### src/sv/rgbaoc_pkg.sv
// Shared types and constants of the RGBA source-over compositor.
// Used by every module of the block; depends on nothing else.
package rgbaoc_pkg;

   localparam int DEF_MAX_WIDTH  = 256;
   localparam int DEF_MAX_HEIGHT = 256;

   // Command address width covers the largest canvas the parameters allow.
   localparam int CMD_ADDR_W = 24;

   // Depth of the command queue between front and back.
   localparam int QDEPTH = 4;
   localparam int QPTR_W = 2;

   typedef enum logic [1:0] {
      OP_WRITE = 2'd0,
      OP_BLEND = 2'd1,
      OP_READ  = 2'd2,
      OP_NONE  = 2'd3
   } op_type;

   typedef enum logic [1:0] {
      REG_WIDTH  = 2'd0,
      REG_HEIGHT = 2'd1,
      REG_OFF_X  = 2'd2,
      REG_OFF_Y  = 2'd3
   } reg_idx_type;

   typedef struct packed {
      logic [8:0] width;
      logic [8:0] height;
      logic [9:0] off_x;
      logic [9:0] off_y;
   } cfg_type;

   typedef struct packed {
      op_type                kind;
      logic                  in_canvas;
      logic [CMD_ADDR_W-1:0] addr;
      logic [7:0]            alpha;
      logic [7:0]            c;
      logic [7:0]            b;
      logic [7:0]            a;
   } cmd_type;

   // Queue handshake seen by the back part.
   typedef struct packed {
      logic    empty;
      cmd_type head;
   } qhead_type;

endpackage

### src/sv/rgbaoc_front.sv
// Front part: classifies each request, applies the blend offset and the
// canvas bounds, and forms the memory address. Depends on rgbaoc_pkg.
module rgbaoc_front
   import rgbaoc_pkg::*;
#(
   parameter int MAX_WIDTH  = DEF_MAX_WIDTH,
   parameter int MAX_HEIGHT = DEF_MAX_HEIGHT
) (
   input  logic       push,
   output logic       full,
   input  logic [1:0] req_op,
   input  logic [7:0] req_col,
   input  logic [7:0] req_row,
   input  logic [7:0] req_chan_a,
   input  logic [7:0] req_chan_b,
   input  logic [7:0] req_chan_c,
   input  logic [7:0] req_opacity,
   input  cfg_type    cfg,
   input  logic       q_full,
   output logic       q_push,
   output cmd_type    q_cmd
);

   op_type             kind;
   logic signed [10:0] x;
   logic signed [10:0] y;
   logic [12:0]        eff_w;
   logic [12:0]        eff_h;
   logic               in_canvas;
   logic [31:0]        lin;

   always_comb begin
      kind = op_type'(req_op);
      if (kind == OP_BLEND) begin
         x = $signed({3'b000, req_col}) + $signed({cfg.off_x[9], cfg.off_x});
         y = $signed({3'b000, req_row}) + $signed({cfg.off_y[9], cfg.off_y});
      end else begin
         x = $signed({3'b000, req_col});
         y = $signed({3'b000, req_row});
      end
      eff_w = (13'(cfg.width) > 13'(MAX_WIDTH)) ? 13'(MAX_WIDTH) : 13'(cfg.width);
      eff_h = (13'(cfg.height) > 13'(MAX_HEIGHT)) ? 13'(MAX_HEIGHT) : 13'(cfg.height);
      in_canvas = !x[10] && !y[10] && ({3'b000, x[9:0]} < eff_w)
                  && ({3'b000, y[9:0]} < eff_h);
      lin = 32'(y[9:0]) * 32'(MAX_WIDTH) + 32'(x[9:0]);

      q_cmd.kind      = kind;
      q_cmd.in_canvas = in_canvas;
      q_cmd.addr      = lin[CMD_ADDR_W-1:0];
      q_cmd.a         = req_chan_a;
      q_cmd.b         = req_chan_b;
      q_cmd.c         = req_chan_c;
      q_cmd.alpha     = req_opacity;
   end

   // Reads always yield a response; writes and blends outside the canvas
   // and the unused code are taken and dropped here.
   assign q_push = push && !q_full
                   && ((kind == OP_READ)
                       || (in_canvas && ((kind == OP_WRITE) || (kind == OP_BLEND))));
   assign full = q_full;

endmodule

### config.mk
export PLATFORM = sky130hd
export DESIGN_NAME = rgbaoc_front
export DESIGN_NICKNAME = d
export VERILOG_FILES = /design/src/sv/rgbaoc_pkg.sv /design/src/sv/rgbaoc_front.sv
export SDC_FILE = /design/constraint.sdc
export NUM_CORES = 1
export LEC_CHECK = 0
export ABC_AREA = 1
export CORE_MARGIN = 2
export CORE_UTILIZATION = 60
export DETAILED_ROUTE_END_ITERATION = 16
export DONT_BUFFER_PORTS = 1
export GPL_TIMING_DRIVEN = 0
export PLACE_DENSITY = 0.85
export SKIP_LAST_GASP = 1
export SLEW_MARGIN = 5
export SYNTH_ARGS = -nofsm -noshare
export SYNTH_HDL_FRONTEND = slang
export SYNTH_SLANG_ARGS = --single-unit
### constraint.sdc
create_clock -name vclk -period 4.4
set_input_delay 0.22 -clock vclk [all_inputs]
set_output_delay 0.22 -clock vclk [all_outputs]
set_load 0.02 [all_outputs]
==> flow_summary_export.csv <==
group,metric,value,unit
power_and_ir_drop,p_leak,1.17,nW
floorplan,die_x,63.9,um
placed_design,gp_congestion,0.894,
global_routing,overflow,0,
setup_path,cp.required,4180,ps
floorplan,dieHeight,63.9,um
detailed_routing,dr.pass1.iters,4,
yosys,synthTopCellsByCount,"nand2_1 (97), buf_4 (41), ha_1 (34), inv_1 (33), nor2_1 (27)",
global_routing,globalRouteTotalUtil,24.1,%
yosys,yosys-mux-area-fraction,0,%
layout,clkbuf_count,0,
setup_path,cp-end-kind,"output pin",
job,maxCapViolCount,0,
floorplan,rows,21,
layout,nets,485,
yosys,synth_area_leaders,"ha_1 (20%), nand2_1 (17%), buf_4 (14%)",
global_routing,grt_pass1_wl,8340,um
yosys,synth_cell_type_count,33,
yosys,synth_most_common_cell,"nand2_1",
yosys,synth_area,0.00215,mm^2
detailed_routing,wire_per_inst,12.9,um
yosys,synth_largest_area_cell,"ha_1",
floorplan,ios,151,
power_and_ir_drop,totalPowerFinal,0.319,mW
yosys,synth_top_area_share,19.7,%
yosys,synth_top_family_by_area,"simple AND/OR/NAND/NOR gates",
sta,fin_crit,3790,ps
detailed_routing,avgViaCountPerCell,5.45,
power_and_ir_drop,powerDensity,143,mW/mm^2
yosys,ys_seq_area_share,0,%
power_and_ir_drop,power_frac_seq,0,%
setup_path,cp.arrival,3570,ps
power_and_ir_drop,switching_power,0.203,mW
sta,slew_viol_final,0,
yosys,yosys.area_share.simple,34.0,%
detailed_routing,drc,0,
sta,setup_viol,0,
detailed_routing,vias,2191,
power_and_ir_drop,p_clk_share,0,%
layout,regArea,0,um^2
yosys,synth_xor_area_share,6.10,%
sta,worst-slew-pin-transition,915,ps
cts,cts_resized,0,
placed_design,post-dp-hpwl,4700,um
yosys,synth_adder_area_share,22.5,%
setup_path,cp_max_fo,4,
setup_path,crit_type,"in2out",
layout,antenna_cells,0,
global_routing,grt_pass1_vias,1906,
sta,finalCritPeriodShare,86.1,%
worst_hold_path,min-delay-path-class,"in2out",
floorplan,core-area,0.00339,mm^2
layout,n_sequential_cell,0,
floorplan,die_area,0.00409,mm^2
cts,post_cts_buffers,0,
placed_design,port_buffers,0,
global_routing,antenna_found_initial,0,
yosys,avgSynthCellArea,6.12,um^2
yosys,synthCells,352,
sta,max_freq,0.264,GHz
detailed_routing,ant_nets,0,
global_routing,grt_start_max_net_pins,11,
setup_path,cp-start-kind,"input port",
layout,syn2layout_area_growth,3.37,%
sta,hold_viol,0,
detailed_routing,finalWirelength,5170,um
detailed_routing,drt-initial-drc-count,80,
run_status,outcome,"complete, no violations",
sta,final.setup.tns,0,ps
power_and_ir_drop,p_int,0.116,mW
power_and_ir_drop,pwr-share-comb,100.0,%
cts,cts_hold_buf,0,
yosys,yosys_warnings,0,
floorplan,initial_core_util,63.6,%
power_and_ir_drop,netSwitchingFraction,63.6,%
layout,drive_above_1_share,19.7,%
power_and_ir_drop,peakVddDrop,0.0770,mV
yosys,synth_compound_area_share,15.3,%
sta,slew_headroom,38.4,%
sta,rsz0062_at_grt,"no",
## logic make-up (layout without fill, tap and decap cells)
| kind of cell | count (synthesis) | in the layout |
|---|---|---|
| AO/OA/AOI/OAI | 51 | 51 |
| XOR/XNOR | 15 | 15 |
| adder cells (fa/ha/maj) | 37 | 37 |
| buffers and inverters | 82 | 82 |
| other | 1 | 5 |
| AND/OR/NAND/NOR | 166 | 166 |
## power by group through the flow
stage	combinational (mW)	clock (mW)	sequential, mW
global placement	0.310	0	0
CTS	0.318	0	0
floorplan	0.273	0	0
detailed placement	0.317	0	0
finish	0.319	0	0
global route	0.355	0	0
## cell type report
type,instances,area [um^2]
plain buffers,44,328
inverters,38,143
multi-input cells,274,1700
fillers,353,1160
well taps,46,57.6
## cells in the final DEF (no fill, tap or decap), types with 3 or more instances in the layout
master	synthesis	layout
a21oi_1	19	19
buf_4	41	41
conb_1	1	5
fa_1	3	3
ha_1	34	34
inv_1	33	33
inv_2	5	5
nand2_1	97	97
nand2_2	5	5
nand3_1	17	17
nand4_1	5	5
nor2_1	27	27
nor2_4	4	4
nor3_1	5	5
o21ai_0	13	13
o21ai_1	4	4
o21ai_2	4	4
o21bai_1	3	3
xnor2_1	7	7
xor2_1	8	8
## layer usage
metal	GRT usage [%]	wire length [um]
met1	32.4	2220
met5	0	0
met2	43.1	2420
met4	1.63	41
met3	2.29	491
## worst max-delay path: stages
cell and delay [ps]:
ha_1 310, nand2_1 90, o21ai_0 220, inv_1 80, o21ai_0 290, xnor2_1 110, o21ai_0 700, ha_1 380
inv_1 80, nor3_1 60, a211oi_1 220, nand2_1 90, nand2_1 60, nand2_1 50, a21oi_1 120, nand2_1 110
a21oi_1 390
## final timing paths
check / start / end / cells after the start
worst min-delay path: req_chan_c[6] / q_cmd[22] / 1
worst max-delay path: req_col[2] / q_push / 17
## stage by stage
stage | cell area [um^2] | hold slack (ps) | cells | worst slack (ps) | util [%]
finish | 2230 | 553 | 402 | 613 | 65.7
global route | 2230 | 555 | 402 | 385 | 65.7
CTS | 2230 | 554 | 402 | 701 | 65.7
detailed placement | 2230 | 554 | 402 | 724 | 65.7
global placement | 2230 | 554 | 402 | 709 | 65.7
floorplan | 2170 | 553 | 356 | 1160 | -
No activity file was read; power rests on OpenSTA's default activity.
