[config.mk]
export PLATFORM = sky130hd
export DESIGN_NAME = rgbaoc_cmdq
export DESIGN_NICKNAME = d
export VERILOG_FILES = /design/src/sv/rgbaoc_pkg.sv /design/src/sv/rgbaoc_cmdq.sv
export SDC_FILE = /design/constraint.sdc
export NUM_CORES = 1
export LEC_CHECK = 0
export ABC_CLOCK_PERIOD_IN_PS = 4450
export BUFFER_PORTS_ARGS = -buffer_cell sky130_fd_sc_hd__buf_2
export CAP_MARGIN = 5
export CORE_MARGIN = 2
export CORE_UTILIZATION = 35
export CTS_BUF_LIST = sky130_fd_sc_hd__clkbuf_16
export CTS_CLUSTER_SIZE = 25
export DETAILED_ROUTE_END_ITERATION = 12
export PLACE_DENSITY_LB_ADDON = 0.3
export SLEW_MARGIN = 20
export SYNTH_ARGS = -nofsm -noshare
export SYNTH_HDL_FRONTEND = slang
export SYNTH_SLANG_ARGS = --single-unit
[constraint.sdc]
create_clock -name clock -period 4.45 [get_ports clock]
set_input_delay 0.2225 -clock clock [delete_from_list [all_inputs] [get_ports clock]]
set_output_delay 0.2225 -clock clock [all_outputs]
set_load 0.03 [all_outputs]
[src/sv/rgbaoc_pkg.sv]
// Shared types and constants of the RGBA source-over compositor.
// Used by every module of the block; depends on nothing else.
package rgbaoc_pkg;

   localparam int DEF_MAX_WIDTH  = 256;
   localparam int DEF_MAX_HEIGHT = 256;

   // Command address width covers the largest canvas the parameters allow.
   localparam int CMD_ADDR_W = 24;

   // Depth of the command queue between front and back.
   localparam int QDEPTH = 4;
   localparam int QPTR_W = 2;

   typedef enum logic [1:0] {
      OP_WRITE = 2'd0,
      OP_BLEND = 2'd1,
      OP_READ  = 2'd2,
      OP_NONE  = 2'd3
   } op_type;

   typedef enum logic [1:0] {
      REG_WIDTH  = 2'd0,
      REG_HEIGHT = 2'd1,
      REG_OFF_X  = 2'd2,
      REG_OFF_Y  = 2'd3
   } reg_idx_type;

   typedef struct packed {
      logic [8:0] width;
      logic [8:0] height;
      logic [9:0] off_x;
      logic [9:0] off_y;
   } cfg_type;

   typedef struct packed {
      op_type                kind;
      logic                  in_canvas;
      logic [CMD_ADDR_W-1:0] addr;
      logic [7:0]            alpha;
      logic [7:0]            c;
      logic [7:0]            b;
      logic [7:0]            a;
   } cmd_type;

   // Queue handshake seen by the back part.
   typedef struct packed {
      logic    empty;
      cmd_type head;
   } qhead_type;

endpackage

[src/sv/rgbaoc_cmdq.sv]
// Short command queue between the front and back parts.
// Depends on rgbaoc_pkg for the command type and depth.
module rgbaoc_cmdq
   import rgbaoc_pkg::*;
(
   input  logic      clock,
   input  logic      reset,
   input  logic      push,
   input  cmd_type   din,
   output logic      q_full,
   input  logic      pop,
   output qhead_type qhead
);

   cmd_type           entry_ff [QDEPTH];
   logic [QPTR_W-1:0] wr_ptr_ff, wr_ptr_in;
   logic [QPTR_W-1:0] rd_ptr_ff, rd_ptr_in;
   logic [QPTR_W:0]   count_ff, count_in;

   always_comb begin
      wr_ptr_in = push ? wr_ptr_ff + 1'b1 : wr_ptr_ff;
      rd_ptr_in = pop ? rd_ptr_ff + 1'b1 : rd_ptr_ff;
      count_in  = count_ff + (QPTR_W+1)'(push) - (QPTR_W+1)'(pop);
   end

   always_ff @(posedge clock) begin
      if (reset) begin
         wr_ptr_ff <= '0;
         rd_ptr_ff <= '0;
         count_ff  <= '0;
      end else begin
         wr_ptr_ff <= wr_ptr_in;
         rd_ptr_ff <= rd_ptr_in;
         count_ff  <= count_in;
      end
   end

   always_ff @(posedge clock) begin
      if (push) begin
         entry_ff[wr_ptr_ff] <= din;
      end
   end

   assign q_full      = (count_ff == (QPTR_W+1)'(QDEPTH));
   assign qhead.empty = (count_ff == '0);
   assign qhead.head  = entry_ff[rd_ptr_ff];

   a_count_bound: assert property (@(posedge clock) disable iff (reset)
      count_ff <= (QPTR_W+1)'(QDEPTH))
      else $error("command queue count beyond depth");
   a_no_pop_empty: assert property (@(posedge clock) disable iff (reset)
      pop |-> count_ff != '0)
      else $error("command queue popped while empty");
   a_no_push_full: assert property (@(posedge clock) disable iff (reset)
      push |-> !q_full)
      else $error("command queue pushed while full");

endmodule

==> summary.md <==
| Metric | Value |
|---|---|
| Part of the cycle the worst path needs | `0.655` |
| Worst setup SP type | `flip-flop` |
| Pin count of the biggest net entering global routing | `60` |
| Metal2 WL | `7.87 mm` |
| GRT Residual Overflow | `0` |
| Endpoints failing setup | `0` |
| Slowest stage delay, CP | `1.00 ns` |
| Max Clk Rate | `343 MHz` |
| Met1 Wirelength | `a little under 7 mm` |
| Compound-Gate Fraction of Synth Area | `0.00167` |
| Detailed Place HPWL | `about 8.7 mm` |
| YS warnings | `0` |
| First-pass GRT wire length | `24.9 mm` |
| Via count | `4183` |
| Adder-cell share of the synthesized area | `0.0106` |
| Syn_area_per_cell | `25.5 um2` |
| Fillers | `~2100` |
| Post-synthesis simple-gate area fraction | `0.00837` |
| Core Region | `25200 um2` |
| Rows | `58` |
| RSZ-0062 raised after global routing | `false` |
| Largest cells by area after synthesis | `edfxtp_1 (79%), mux4_2 (15%), dfxtp_1 (2.0%)` |
| Cell variety after synth | `22` |
| Nets | `around 620` |
| Via density | `4.66` |
| Multi-input logic area | `1580 um2` |
| Vias in the first global route | `4531` |
| Post-Syn Area | `8970 um2` |
| CTS tree | `done` |
| Bufs and invs on worst path | `2` |
| Yosys reg bits | `245` |
| Max-slew headroom | `0.344` |
| Peak supply drop | `around 0.00034 V` |
| Slew @ Worst Pin | `0.983 ns` |
| Antenna-violating nets left | `0` |
| Clock Sinks | `between 200 and 250` |
| WP data required | `4.23 ns` |
| Register area | `just over 7000 um2` |
| CTS Root Cell | `clkbuf_16` |
| Setup CP Type | `reg -> out` |
| CTS max path bufs | `3` |
| Initial antenna violation count | `1` |
| CTS resizes | `0` |
| IO Count | `~120` |
| Status | `finished clean` |
| Htree depth | `1` |
| Die Wd | `164 um` |
| DRT iter0 DRCs | `253` |
| Post-placement cell count | `about 800` |
| Synth Area in XOR/XNOR | `0.00461` |
| Slowest stage cell, crit path | `dfxtp_4` |
| Die Height | `164 um` |
| TNS Setup | `0 ns` |
| Power Dens Cells | `483 nW/um2` |
| Post-Layout Cell Count | `897` |
| Seq/Total Area, Yosys | `0.810` |
| Max Slew Vio Count | `0` |
| Met3 WL | `911 um` |
| GP Congestion | `0.686` |
| Post-CTS setup buffers | `0` |
| Worst skew pair latency | `0.51 ns` |
| DR top layer | `met4` |
| Clock slew at reported path FFs | `0.05 ns` |
| Cell family with most CP delay | `flip-flops` |
| Area of the die | `roughly 27000 um2` |
| CP endpoint kind | `primary output` |
| Net Count, Synth | `421` |
| Largest family of logic cells by synthesized area | `multiplexers` |
| Minimum clock period | `~2.9 ns` |
| Mux cell area share after synthesis | `0.149` |
| Critical path cell sequence | `buf_4 > mux4_2 > buf_2` |
| Drt drc | `0` |
| Post-Syn Instances | `351` |
| Final wirelength | `approximately 16 mm` |
| Routed wire length per instance | `17.8 um` |
| Arr. time, crit path | `2.69 ns` |
| CP Max Fanout | `45` |
| Final Skew | `0.0111 ns` |
| Initial core utilization | `0.356` |
| Post-synth top area share | `0.790` |
| TritonCTS Buffers | `26` |
| Yosys top cell by area | `edfxtp_1` |
| Final hold violations | `0` |
| Share of layout cells above drive strength 1 | `0.398` |
| Max cap viols | `0` |
| Min-Delay Path Class | `in -> reg` |
| GRT Overall Usage | `0.121` |
| Drt pass-1 iters | `6` |
| Area added between synthesis and finish | `27.0%` |
| Pleak | `roughly 4 nW` |
| # hold bufs at CTS | `60` |
| Port Buf Inserts | `123` |
==> kinds of logic (layout without fill, tap and decap cells) <==
| kind of cell | count (synthesis) | in the layout |
|---|---|---|
| adder cells (fa/ha/maj) | 7 | 7 |
| XOR/XNOR | 3 | 3 |
| buffers and inverters | 20 | 235 |
| multiplexers | 60 | 60 |
| other | 0 | 1 |
| AND/OR/NAND/NOR | 14 | 14 |
| flip-flops | 245 | 245 |
| AO/OA/AOI/OAI | 2 | 2 |
==> tightest hold or removal path, delay by kind of cell <==
kind / cells / cell delay, ns
buffers and inverters: 1 / 0.13
AOI/OAI and AO/OA: 1 / 0.07
and+or+nand+nor: 1 / 0.08
==> cells in the mapped netlist <==
cell type  instances
nand3b_1           1
and2_1             4
nor2b_1            2
xor3_1             1
mux4_2            59
nor2_1             5
a21bo_2            1
ha_1               6
clkbuf_1           4
fa_1               1
buf_12             2
buf_2              3
mux2i_1            1
dfxtp_1            9
and3_1             1
nor3_1             1
a21oi_1            1
edfxtp_1         236
xnor2_1            2
buf_6              1
buf_4              4
inv_1              6
==> where the power goes <==
part | leakage, nW | internal (mW) | total, mW | switching, mW
registers | 2.24 | 2.65 | 2.72 | 0.0696
clock network | 0.457 | 1.37 | 2.17 | 0.796
logic | 1.20 | 0.261 | 0.615 | 0.354
==> cell type report <==
cell class / count / area share
Sequential cell: 245 / 0.639
Multi-Input combinational cell: 86 / 0.138
Clock inverter: 18 / 0.0178
Antenna cell: 1 / 0.000220
Tap cell: 330 / 0.0363
Clock buffer: 27 / 0.0593
Inverter: 6 / 0.00198
Timing Repair Buffer: 184 / 0.107
==> stage by stage <==
| step | power (mW) | setup slack (ns) | utilization | hold slack (ns) | area (um2) |
|---|---|---|---|---|---|
| floorplan | 3.17 | 2.09 | - | 0.294 | 8970 |
| global placement | 3.34 | 1.97 | 0.393 | 0.431 | 9910 |
| detailed placement | 3.36 | 1.95 | 0.393 | 0.438 | 9910 |
| CTS | 5.59 | 1.40 | 0.452 | 0.0239 | 11400 |
| global route | 5.73 | 1.28 | 0.452 | 0.0564 | 11400 |
| finish | 5.51 | 1.54 | 0.452 | 0.0417 | 11400 |
==> layout by cell type, fill, tap and decap left out, drive strengths merged <==
cell type    netlist  routed
a21bo              1       1
a21oi              1       1
and2               4       4
and3               1       1
buf               10     124
bufinv             0       5
clkbuf             4      27
clkinv             0       6
dfxtp              9       9
diode              0       1
dlygate4sd3        0      60
edfxtp           236     236
fa                 1       1
ha                 6       6
inv                6      13
mux2i              1       1
mux4              59      59
nand3b             1       1
nor2               5       5
nor2b              2       2
nor3               1       1
xnor2              2       2
xor3               1       1
==> state kept, by name (all words and copies together) (netlist names), named ones only <==
name and count:
entry_ff 236, count_ff 3, wr_ptr_ff 2, rd_ptr_ff 2
==> metal layers <==
layer,vias up,track usage
li1,1883,-
met1,2158,0.161
met2,111,0.204
met3,31,0.0273
met4,0,0.0311
met5,-,0
==> worst paths after layout <==
path                 endpoint  cells past startpoint          from  slack [ns]
hold reg to reg     flip-flop                      2  rd_ptr_ff[0]        0.53
hold / removal      flip-flop                      3           pop        0.04
setup / recovery     qhead[0]                      3     flip-flop        1.54
setup reg to reg  count_ff[2]                      7   count_ff[0]        2.65
(Power assumes the default switching activity.)
